### src/hdl/ita_pkg.sv
// shared types, constants and state codes of the integer to ascii formatter
package ita_pkg;

  localparam int VALUE_WIDTH = 32;
  localparam int FIELD_WIDTH = 32;
  localparam int USED_WIDTH  = (VALUE_WIDTH < FIELD_WIDTH) ? VALUE_WIDTH : FIELD_WIDTH;
  localparam logic [FIELD_WIDTH-1:0] VALUE_MASK =
    {FIELD_WIDTH{1'b1}} >> (FIELD_WIDTH - USED_WIDTH);

  localparam int DIGIT_DEPTH = 10;
  localparam int IDX_W       = $clog2(DIGIT_DEPTH);
  localparam int CHAR_W      = 7;
  localparam int DIGIT_W     = 4;

  // reciprocal of ten scaled by 2**35, exact for every 32-bit dividend
  localparam logic [FIELD_WIDTH-1:0] RECIP_TEN   = 32'hCCCC_CCCD;
  localparam int                     RECIP_SHIFT = 35;
  localparam int                     QUOT_W      = 2 * FIELD_WIDTH - RECIP_SHIFT;

  localparam logic [DIGIT_W-1:0] DEC_BASE   = 4'd10;
  localparam int                 HEX_SHIFT  = 4;
  localparam logic [CHAR_W-1:0]  ASCII_ZERO = 7'h30;
  localparam logic [CHAR_W-1:0]  ASCII_A    = 7'h41;

  typedef enum logic {
    CMD_DEC = 1'b0,
    CMD_HEX = 1'b1
  } cmd_e;

  typedef enum logic [1:0] {
    ST_IDLE,
    ST_CONVERT,
    ST_EMIT
  } state_e;

  typedef struct packed {
    logic [FIELD_WIDTH-1:0] value;
    logic                   command;
  } in_item_t;

  typedef struct packed {
    logic [CHAR_W-1:0] digit_char;
    logic              last;
  } out_item_t;

  typedef struct packed {
    logic load;
    logic convert_step;
    logic emit_step;
  } dp_cmd_t;

  typedef struct packed {
    logic conv_last;
    logic emit_last;
  } dp_status_t;

  function automatic logic [CHAR_W-1:0] digit_ascii(input logic [DIGIT_W-1:0] d);
    logic [CHAR_W-1:0] c;
    if (d < DEC_BASE) begin
      c = ASCII_ZERO + CHAR_W'(d);
    end else begin
      c = ASCII_A + CHAR_W'(d - DEC_BASE);
    end
    return c;
  endfunction

endpackage

### src/hdl/ita_ctrl.sv
// controller state machine of the integer to ascii formatter
module ita_ctrl import ita_pkg::*; (
  input  logic       clk_i,
  input  logic       rst_ni,
  input  logic       start,
  input  dp_status_t status_i,
  output dp_cmd_t    cmd_o,
  output logic       busy
);

  state_e state_q, state_d;

  always_ff @(posedge clk_i or negedge rst_ni) begin
    if (!rst_ni) begin
      state_q <= ST_IDLE;
    end else begin
      state_q <= state_d;
    end
  end

  always_comb begin
    state_d = state_q;
    unique case (state_q)
      ST_IDLE: begin
        if (start) state_d = ST_CONVERT;
      end
      ST_CONVERT: begin
        if (status_i.conv_last) state_d = ST_EMIT;
      end
      ST_EMIT: begin
        if (status_i.emit_last) state_d = ST_IDLE;
      end
      default: state_d = ST_IDLE;
    endcase
  end

  always_comb begin
    cmd_o = '0;
    busy  = 1'b1;
    unique case (state_q)
      ST_IDLE: begin
        busy       = 1'b0;
        cmd_o.load = start;
      end
      ST_CONVERT: cmd_o.convert_step = 1'b1;
      ST_EMIT:    cmd_o.emit_step    = 1'b1;
      default:    busy               = 1'b0;
    endcase
  end

endmodule

### config.mk
export PLATFORM = sky130hd
export DESIGN_NAME = ita_ctrl
export DESIGN_NICKNAME = d
export VERILOG_FILES = /design/src/hdl/ita_pkg.sv /design/src/hdl/ita_ctrl.sv
export SDC_FILE = /design/constraint.sdc
export NUM_CORES = 1
export LEC_CHECK = 0
export ABC_AREA = 1
export ABC_CLOCK_PERIOD_IN_PS = 1200
export BUFFER_PORTS_ARGS = -buffer_cell sky130_fd_sc_hd__buf_2
export CORE_AREA = 2 2 39 41
export DETAILED_ROUTE_END_ITERATION = 10
export DIE_AREA = 0 0 41 43
export GPL_TIMING_DRIVEN = 0
export PLACE_DENSITY = 0.37
export SLEW_MARGIN = 20
export SYNTH_ARGS = -nofsm -noshare
export SYNTH_HDL_FRONTEND = slang
export SYNTH_SLANG_ARGS = --single-unit
### constraint.sdc
create_clock -name clk_i -period 1.2 [get_ports clk_i]
set_input_delay 0.12 -clock clk_i [delete_from_list [all_inputs] [get_ports clk_i]]
set_output_delay 0.12 -clock clk_i [all_outputs]
set_load 0.02 [all_outputs]
* Word level (Yosys, flattened, before mapping)
Index checks and enable logic that the tools add are counted.
** Cells by class
- Reduce and logical (&&, ||, !) cells :: 3
- Muxes and demuxes :: 8
- Eq/ne operators :: 5
** Operators with widths (count)
- two-way mux 2 bit :: 3
- != test 2 bit, second input constant :: 3
- one-hot mux 2 bit (3 select lines) :: 1
- two-way mux 1 bit :: 4
- AND reduction 3 bit :: 1
- equality test 2 x 1 -> 1 bit, second input constant :: 1
- equality test 2 bit, second input constant :: 1
- zero test 2 bit :: 1
- OR reduction 2 bit :: 1
** Storage, ports and cells
- Register bits after elaboration :: 2

* Depth between registers and ports, before layout
Gate-level depths: netlist of run 1.
- Depth in word-level cells :: 3
- Depth in mapped cells :: 6
- Depth with buffers taken out :: 6

* Worst setup path after synthesis of run 1
No wires, ideal clock.
- Kind :: reg-to-reg
- Start :: register state_q[0]
- End :: register state_q[0]
- Setup slack :: 90 ps
- Setup time :: 118 ps
- Arrival :: 992 ps
- Data required time :: 1082 ps
- Stages on the path, launching flop included :: 6
- Cells stage by stage :: dfrtp_1 -> inv_1 -> ha_1 -> nand2_2 -> nand4_1 -> nand2_1
** On the way
- Cells in the longest elaborated chain, start to end :: 3
- Elaborated cells between the ends (all ways) :: 8
- Those cells by class :: eq/ne (5); mux (1); reduce/logical (2)
** Ends and longest elaborated chain
- from (decl) :: line ita_ctrl.sv:11 : state_e state_q, state_d;
- from (signal assigned) :: line ita_ctrl.sv:17 : state_q <= state_d;
- equality test 2 x 1 -> 1 bit, or another cell as far along :: line ita_ctrl.sv:23 : unique case (state_q)
- != test 2 bit (no line)
- AND reduction 3 bit (no line)
Several ways; a longest one is shown, not always the timed one.
A chain may end at the register's enable or synchronous reset.

==> results of run 1 <==
==> cell families (layout without fill, tap and decap cells) <==
family        count (synthesis)  in the layout
fa+ha+maj                     4              4
buf+inv                       7             23
flops                         2              2
simple gates                 11             11
==> layout make-up <==
class	count	area share, %
Multi-Input combinational cell	15	38.1
Timing Repair Buffer	14	30.6
Sequential cell	2	13.6
Clock buffer	3	6.12
Inverter	6	6.12
Tap cell	16	5.44
==> stage by stage <==
step / setup slack [ns] / area (µm²) / instances / TNS (ns) / total power, W
final: 0.00485 / 368 / 56 / 0 / 0.00106
after detailed placement: 0.119 / 250 / 48 / 0 / 0.000592
after floorplan: 0.0896 / 190 / 24 / 0 / 0.000487
after CTS: -0.00631 / 349 / 55 / -0.00712 / 0.00100
after global routing: -0.0462 / 368 / 56 / -0.102 / 0.00114
after global placement: 0.116 / 250 / 48 / 0 / 0.000601
==> tightest hold or removal path, cell delays in order <==
cell	delay [ns]
sky130_fd_sc_hd__buf_2	0.09
sky130_fd_sc_hd__nand4_1	0.08
sky130_fd_sc_hd__nand2_1	0.08
==> path summary, 6_finish.rpt <==
| path | start | to | cells after the start |
|---|---|---|---|
| setup / recovery | state_q[1]$_DFFE_PN0P_ | cmd_o[2] | 5 |
| hold / removal | status_i[1] | state_q[1]$_DFFE_PN0P_ | 3 |
| setup reg to reg | state_q[1]$_DFFE_PN0P_ | state_q[0]$_DFFE_PN0P_ | 6 |
| hold reg to reg | state_q[1]$_DFFE_PN0P_ | state_q[1]$_DFFE_PN0P_ | 2 |
| max in group asynchronous | rst_ni | state_q[0]$_DFFE_PN0P_ | 2 |
| min in group asynchronous | rst_ni | state_q[1]$_DFFE_PN0P_ | 2 |
==> routing by layer <==
metal	up-vias	track usage, %	wire, µm
li1	105	-	-
met1	83	5.47	187
met2	7	10.0	256
met3	0	4.71	33
met4	0	6.00	0
met5	-	0	0
==> cells in the final DEF (no fill, tap or decap) <==
cell,n
sky130_fd_sc_hd__nand2_1,5
sky130_fd_sc_hd__buf_4,5
sky130_fd_sc_hd__inv_1,4
sky130_fd_sc_hd__buf_2,4
sky130_fd_sc_hd__buf_6,4
sky130_fd_sc_hd__clkbuf_4,3
sky130_fd_sc_hd__inv_2,2
sky130_fd_sc_hd__nand2_2,2
sky130_fd_sc_hd__nand4_1,2
sky130_fd_sc_hd__ha_4,2
sky130_fd_sc_hd__ha_1,2
sky130_fd_sc_hd__dfrtp_1,2
sky130_fd_sc_hd__nand2_4,1
sky130_fd_sc_hd__nand3_2,1
sky130_fd_sc_hd__dlygate4sd3_1,1
==> power by group <==
group	switching [W]	internal (W)	total, W
clock	0.0000361	0.000110	0.000146
combinational	0.000367	0.000409	0.000776
sequential	0.0000364	0.000102	0.000138
==> what timing repair did <==
item / 4_1_cts / 5_1_grt
endpoints found under the setup margin: 3 / 6
hold buffers: 1 / 0
pin swaps: 2 / 1
setup buffers: 4 / 1
gates resized for setup: 12 / 3
hold endpoints to repair: 2 / 0
==> impl_metrics.tcl, run 1 <==
set metrics [dict create \
    status "finished, final reports clean" \
    final_hold_viol_count 0 \
    synth_cell_type_count 8 \
    worst-slew-pin-transition_ns 0.142 \
    vias 195 \
    period_needed_ns 1.20 \
    worst_path_cell_chain "inv_2 -> ha_4 -> nand2_1 -> inv_1 -> buf_6" \
    gp_congestion 0.608 \
    netlist_top_cells_count "sky130_fd_sc_hd__inv_1, sky130_fd_sc_hd__nand2_1, sky130_fd_sc_hd__ha_1, sky130_fd_sc_hd__nand2_2" \
    flip_flop_count_of_the_largest_register_all_copies_and_words_added 2 \
    antenna_left 0 \
    fraction_of_synthesized_cell_area_in_xor_and_xnor_cells_pct 0 \
    drv.max_cap_violation_count 0 \
    report.final.slew_viol_count 0 \
    hold_slack_ns 0.181 \
    synth_compound_area_share_pct 0 \
    critPathTopFamily "flip-flops" \
    dieArea_mm2 0.00176 \
    cp_slowest_stage_delay_ns 0.40 \
    maximum_number_of_pins_on_one_net_before_global_route_repair 4 \
    sequential_to_total_area_share_from_yosys_stat_pct 26.3 \
    synth_enable_flop_cells 0 \
    worst-setup-path-type "reg -> out" \
    power.leakage_nw 0.205 \
    worst-endpoint-required_ns 1.08 \
    yosys_register_bits 2 \
    max_flop_register "state_q" \
    wl_per_cell_um 8.50 \
    synthDominantCellAreaShare_pct 26.3 \
    via_per_inst 3.48 \
    critPathArrivalTime_ns 1.08 \
    groute.usage.overall_pct 6.73 \
    grt_first_pass_wirelength_um 696 \
    die-height_um 43 \
    num_rows 14 \
    grt_setup_unrepaired "true" \
    clk_pin_slew_worst_paths_ns 0.03 \
    reg_top3 "state_q: 2 flops" \
    numCtsBuffers 3 \
    synth.cell_area_um2 190 \
    avgSynthCellArea_um2 7.92 \
    number_of_warnings_reported_in_the_yosys_synthesis_log 0 \
    synth_simple_gate_area_share_pct 31.6 \
    dp.final_hpwl_um 283 \
    total_number_of_clock_tree_sinks 2 \
    grt.overflow.total 0 \
    synthCells 24 \
    muxShareOfSynthArea_pct 0 \
    worstSetupEndpointType "primary output" \
    clock_skew_ns 0.00542 \
    post_synth_main_area_contributors "sky130_fd_sc_hd__dfrtp_1, sky130_fd_sc_hd__ha_1, sky130_fd_sc_hd__inv_1" \
    buffer_ports.inserted 8 \
    grt_antenna_before_repair 0 \
    synth_nets 33 \
    synth_async_reset_ratio_pct 100 \
    critical_path_cell_with_the_highest_stage_delay "sky130_fd_sc_hd__dfrtp_1" \
    max_slew_margin_pct 90.5 \
    clk_root_buf "sky130_fd_sc_hd__clkbuf_4" \
    detailedRoute.firstPassIterationCount 2 \
    drt_total_wl_um 476 \
    crit_path_max_fanout 3 \
    synth_adder_area_share_pct 26.3 \
    drt_first_iter_violations 2 \
    antennaDiodeCount 0 \
    layout.filler_cells 161 \
    chipWidth_um 41 \
    clkLatencyLatePin_ns 0.22 \
    cts.path.max_buffers 2 \
    pwr_dens_mw_per_mm2 2880 \
    multi_input_gate_area_in_the_final_layout_um2 140 \
    min_path_type "in -> reg" \
    vdd.ir_drop.worst_mv 0.681 \
    post-route-drc-count 0 \
    final.period_utilization_pct 99.6 \
    tritoncts "yes" \
    rrSetupSlack_ns 0.04 \
    critical_path_buf_inv_count 3 \
    htree_num_levels 1 \
    timing.final.setup_violations 0 \
    number_of_global_route_vias_before_repair 188 \
    finalCoreUtilization_pct 26.6 \
    nets 51 \
    initial_core_util_pct 13.7 \
    pin_count 9 \
    seq_area_um2 50.0 \
    prevailing_post_synth_register_cell "sky130_fd_sc_hd__dfrtp_1" \
    post-synth-top-area-cell "sky130_fd_sc_hd__dfrtp_1" \
    syn_to_final_growth_pct 93.4 \
    critPathLaunchType "flop" \
    drive_gt1_share_pct 60.0 \
    core_area_mm2 0.00138 \
    synth_top_family_by_area "simple AND/OR/NAND/NOR gates" \
    max_clock_freq_ghz 0.837 \
    synth.most_common_cell "sky130_fd_sc_hd__inv_1" \
]
Note: power is estimated with default switching activity, not from simulation.
==> run 2, diff against run 1 <==
Settings changed: CELL_PAD_IN_SITES_DETAIL_PLACEMENT set to 1, CELL_PAD_IN_SITES_GLOBAL_PLACEMENT set to 1, PLACE_DENSITY 0.37 to 0.46, SETUP_SLACK_MARGIN set to 0.1.
==> impl_metrics.tcl, run 2 (synthesized netlist as in run 1, its figures left out) <==
set metrics [dict create \
    critPathLaunchType "flop" \
    grt_antenna_before_repair 0 \
    max_slew_margin_pct 91.5 \
    vdd.ir_drop.worst_mv 0.777 \
    critPathArrivalTime_ns 1.07 \
    pin_count 9 \
    final_hold_viol_count 0 \
    num_rows 14 \
    buffer_ports.inserted 8 \
    worst-endpoint-required_ns 1.08 \
    worstSetupEndpointType "primary output" \
    grt.overflow.total 0 \
    status "finished, final reports clean" \
    antennaDiodeCount 0 \
    drt_first_iter_violations 0 \
    max_clock_freq_ghz 0.838 \
    final_cell_mix "sky130_fd_sc_hd__buf_4, sky130_fd_sc_hd__buf_6, sky130_fd_sc_hd__nand2_1, sky130_fd_sc_hd__buf_2" \
    grt_setup_unrepaired "true" \
    reg_top3 "state_q: 2 flops" \
    reg2reg_from "state_q[0]$_DFFE_PN0P_" \
    nets 53 \
    maximum_number_of_pins_on_one_net_before_global_route_repair 4 \
    dp_slack_ns 0.102 \
    vias 206 \
    dieArea_mm2 0.00176 \
    antenna_left 0 \
    max_flop_register "state_q" \
    htree_num_levels 1 \
    timing.final.setup_violations 0 \
    flip_flop_count_of_the_largest_register_all_copies_and_words_added 2 \
    tritoncts "yes" \
    cts.path.max_buffers 2 \
    initial_core_util_pct 13.7 \
    worst-setup-path-type "reg -> out" \
    total_number_of_clock_tree_sinks 2 \
    groute.usage.overall_pct 8.34 \
    worst-slew-pin-transition_ns 0.127 \
    wl_per_cell_um 9.55 \
    worst_reg2reg_endpoint "state_q[0]$_DFFE_PN0P_" \
    finalCoreUtilization_pct 28.6 \
    syn_to_final_growth_pct 108 \
    min_path_type "in -> async" \
    final.period_utilization_pct 99.4 \
    layout.cells.most_common "sky130_fd_sc_hd__buf_4" \
    number_of_global_route_vias_before_repair 224 \
    core_area_mm2 0.00138 \
    report.final.slew_viol_count 0 \
    chipWidth_um 41 \
    drt_total_wl_um 554 \
    period_needed_ns 1.19 \
    clkLatencyLatePin_ns 0.22 \
    worst_path_setup_slack_after_routing_ns 0.00737 \
    power.leakage_nw 0.212 \
    dp.final_hpwl_um 325 \
    drive_gt1_share_pct 71.4 \
    r2r_cells 6 \
    clock_skew_ns 0.00325 \
    crit_path_max_fanout 3 \
    numCtsBuffers 3 \
    clk_root_buf "sky130_fd_sc_hd__clkbuf_4" \
    die-height_um 43 \
    pwr_dens_mw_per_mm2 2960 \
    post-route-drc-count 0 \
    drv.max_cap_violation_count 0 \
    detailedRoute.firstPassIterationCount 1 \
    via_per_inst 3.55 \
    gp_congestion 0.673 \
    rrSetupSlack_ns 0.08 \
    clk_pin_slew_worst_paths_ns 0.03 \
    grt_first_pass_wirelength_um 876 \
]
-- run 2: timing repair --
action | 4_1_cts | 5_1_grt
gates resized for setup | 13 | 7
hold endpoints to repair | 2 | 0
pin swaps | 5 | 3
hold buffers | 1 | 0
setup buffers | 3 | 3
setup endpoints to repair | 5 | 6
-- run 2: metrics by stage --
stage / cells / TNS [ns] / total power [W] / cell area [µm²] / hold slack (ns)
after global routing: 58 / -0.124 / 0.00126 / 395 / 0.212
after floorplan: 24 / 0 / 0.000491 / 193 / -0.176
after detailed placement: 48 / 0 / 0.000602 / 253 / -0.0939
after CTS: 55 / -0.108 / 0.00102 / 355 / 0.189
final: 58 / 0 / 0.00117 / 395 / 0.205
after global placement: 48 / 0 / 0.000595 / 253 / -0.0958
-- run 2: per-layer routing --
metal,wire [µm],GRT usage (%)
met1,222,7.10
met3,27,3.14
met4,0,8.00
met5,0,0
met2,304,13.4
-- run 2: how the worst max path moves through the flow --
| stage | startpoint | end | slack [ns] | cells past startpoint |
|---|---|---|---|---|
| CTS | state_q[0]$_DFFE_PN0P_ | busy | -0.03 | 3 |
| finish | state_q[0]$_DFFE_PN0P_ | cmd_o[2] | 0.007 | 5 |
| detailed placement | state_q[0]$_DFFE_PN0P_ | state_q[0]$_DFFE_PN0P_ | 0.10 | 6 |
| global placement | state_q[1]$_DFFE_PN0P_ | cmd_o[1] | 0.12 | 4 |
| global route | state_q[1]$_DFFE_PN0P_ | cmd_o[2] | -0.04 | 5 |
| floorplan | state_q[0]$_DFFE_PN0P_ | state_q[0]$_DFFE_PN0P_ | 0.15 | 5 |
-- run 2: final cells by class --
class	count	area [µm²]
Buffer	1	11.3
Tap cell	16	20.0
Multi-Input combinational cell	15	145
Clock buffer	3	22.5
Inverter	6	25.0
Sequential cell	2	51.3
Fill cell	159	988
Timing Repair Buffer	15	120
-- run 2: report_power, final --
group / internal, W / switching (W) / leakage (nW)
Sequential: 0.000105 / 0.0000425 / 0.0242
Combinational: 0.000480 / 0.000395 / 0.174
Clock: 0.000110 / 0.0000361 / 0.0138
Total: 0.000695 / 0.000474 / 0.212
-- run 2: critical path, cell delays in order (launching register included) --
cell	delay [ns]
sky130_fd_sc_hd__dfrtp_2	0.43
sky130_fd_sc_hd__inv_4	0.09
sky130_fd_sc_hd__ha_4	0.14
sky130_fd_sc_hd__nand2_2	0.04
sky130_fd_sc_hd__inv_2	0.04
sky130_fd_sc_hd__buf_6	0.10
==> run 3, diff against run 2 <==
Settings changed: ABC_CLOCK_PERIOD_IN_PS 1200 to 1360.
Clock period 1.2 ns to 1.36 ns, I/O delays scaled along.
==> impl_metrics.tcl, run 3 (synthesized netlist as in run 1, its figures left out) <==
set metrics [dict create \
    status "finished, final reports clean" \
    chipWidth_um 41 \
    pwr-share-clk_pct 13.4 \
    max_slew_margin_pct 89.0 \
    antennaDiodeCount 0 \
    vias 210 \
    hold_slack_ns 0.206 \
    worst-endpoint-required_ns 1.22 \
    die-height_um 43 \
    flip_flop_count_of_the_largest_register_all_copies_and_words_added 2 \
    buffer_ports.inserted 8 \
    total_number_of_clock_tree_sinks 2 \
    min_path_type "in -> reg" \
    drive_gt1_share_pct 68.3 \
    critPathTopFamily "flip-flops" \
    wl_met2_um 268 \
    worst_path_cell_chain "inv_2 -> ha_4 -> buf_6" \
    groute.usage.overall_pct 7.14 \
    top_layer "met3" \
    tritoncts "yes" \
    clk_root_buf "sky130_fd_sc_hd__clkbuf_4" \
    layout.filler_cells 161 \
    intPower_w 0.000567 \
    drt_first_iter_violations 2 \
    sequentialPowerShare_pct 12.8 \
    antenna_left 0 \
    worstSetupEndpointType "primary output" \
    num_rows 14 \
    grt_antenna_before_repair 0 \
    initial_core_util_pct 13.7 \
    critPathArrivalTime_ns 1.09 \
    detailedRoute.firstPassIterationCount 2 \
    dp.final_hpwl_um 316 \
    post-route-drc-count 0 \
    timing.final.setup_violations 0 \
    drv.max_cap_violation_count 0 \
    reg_top3 "state_q: 2 flops" \
    final_hold_viol_count 0 \
    cts.path.max_buffers 2 \
    core_area_mm2 0.00138 \
    crit_path_max_fanout 3 \
    worst-setup-path-type "reg -> out" \
    gp_congestion 0.652 \
    detailroute.wirelength.met3_um 35 \
    grt_first_pass_wirelength_um 828 \
    power_switching_share_pct 41.0 \
    nets 52 \
    cp_slowest_stage_delay_ns 0.41 \
    power.combinational.fraction_pct 73.8 \
    final.period_utilization_pct 90.1 \
    power.switching_w 0.000394 \
    clock_skew_ns 0.00191 \
    tns_ns 0 \
    layout.cells.most_common "sky130_fd_sc_hd__buf_4" \
    finalCoreUtilization_pct 27.1 \
    critical_path_buf_inv_count 2 \
    syn_to_final_growth_pct 97.4 \
    report.final.slew_viol_count 0 \
    htree_num_levels 1 \
    final_cell_mix "sky130_fd_sc_hd__buf_4, sky130_fd_sc_hd__nand2_2, sky130_fd_sc_hd__nand2_1, sky130_fd_sc_hd__buf_6, sky130_fd_sc_hd__buf_2" \
    wl_per_cell_um 8.96 \
    critPathLaunchType "flop" \
    number_of_global_route_vias_before_repair 205 \
    critical_path_cell_with_the_highest_stage_delay "sky130_fd_sc_hd__dfrtp_1" \
    max_clock_freq_ghz 0.816 \
    via_per_inst 3.68 \
    dieArea_mm2 0.00176 \
    drt_total_wl_um 511 \
    max_flop_register "state_q" \
    grt.overflow.total 0 \
    power.leakage_nw 0.202 \
    grt_setup_unrepaired "true" \
    vdd.ir_drop.worst_mv 0.637 \
    clkLatencyLatePin_ns 0.22 \
    maximum_number_of_pins_on_one_net_before_global_route_repair 4 \
    pwr_dens_mw_per_mm2 2560 \
    period_needed_ns 1.23 \
    clk_pin_slew_worst_paths_ns 0.03 \
    numCtsBuffers 3 \
    pin_count 9 \
    worst-slew-pin-transition_ns 0.165 \
    detail_route.wirelength.met1_um 207 \
]
run 3: cell types whose count changed in the layout (fill, tap and decap cells not counted):
cell / change
sky130_fd_sc_hd__nand2_2: +1
sky130_fd_sc_hd__nand2_4: -1
sky130_fd_sc_hd__dfrtp_2: -1
sky130_fd_sc_hd__dfrtp_1: +1
sky130_fd_sc_hd__buf_6: -1
sky130_fd_sc_hd__inv_2: +1
sky130_fd_sc_hd__inv_4: -1
run 3: path summary, 6_finish.rpt:
kind,start,end,slack [ns],depth (start not counted)
min in group asynchronous,rst_ni,state_q[0]$_DFFE_PN0P_,0.22,2
min reg2reg,state_q[1]$_DFFE_PN0P_,state_q[1]$_DFFE_PN0P_,0.53,2
min,status_i[1],state_q[1]$_DFFE_PN0P_,0.21,3
max in group asynchronous,rst_ni,state_q[1]$_DFFE_PN0P_,1.04,2
max,state_q[0]$_DFFE_PN0P_,busy,0.13,3
max reg2reg,state_q[0]$_DFFE_PN0P_,state_q[0]$_DFFE_PN0P_,0.17,7
run 3: repair_timing:
action | 4_1_cts | 5_1_grt
hold buffers | 1 | 0
gates resized for setup | 6 | 11
endpoints found under the hold margin | 2 | 0
endpoints found under the setup margin | 2 | 4
pin swaps | 0 | 3
buffers inserted | 2 | 3
run 3: cell type report:
type                            count  area [µm²]  share of cell area, %
Buffer                              1        11.3                   3.00
Inverter                            6        22.5                   6.00
Clock buffer                        3        22.5                   6.00
Multi-Input combinational cell     15         140                   37.3
Sequential cell                     2        50.0                   13.3
Tap cell                           16        20.0                   5.33
Timing Repair Buffer               14         109                   29.0
run 3: routing by layer:
| metal | global-route usage, % | up-vias |
|---|---|---|
| met3 | 1.57 | 0 |
| met5 | 0 | - |
| met4 | 6.00 | 0 |
| met2 | 10.6 | 7 |
| li1 | - | 107 |
| met1 | 8.06 | 96 |
run 3: power groups by stage:
| stage | registers [W] | clock network, W | logic [W] |
|---|---|---|---|
| floorplan | 0.000108 | 0 | 0.000322 |
| global placement | 0.000112 | 0 | 0.000410 |
| detailed placement | 0.000113 | 0 | 0.000413 |
| CTS | 0.000117 | 0.000139 | 0.000484 |
| global route | 0.000128 | 0.000142 | 0.000773 |
| finish | 0.000123 | 0.000128 | 0.000709 |
run 3: worst reg2reg max path, delay by kind of cell (launching register included):
| family | cells | cell delay, ns |
|---|---|---|
| adders and majority gates | 1 | 0.17 |
| buffers and inverters | 2 | 0.22 |
| DFF | 1 | 0.41 |
| and+or+nand+nor | 4 | 0.29 |
run 3: metrics by stage:
step	setup WS [ns]	cell area, µm²	instances	power [W]
after detailed placement	0.259	250	48	0.000526
after floorplan	0.250	190	24	0.000430
after global placement	0.272	250	48	0.000522
final	0.134	375	57	0.000960
after CTS	0.0887	308	54	0.000740
after global routing	0.0697	375	57	0.00104
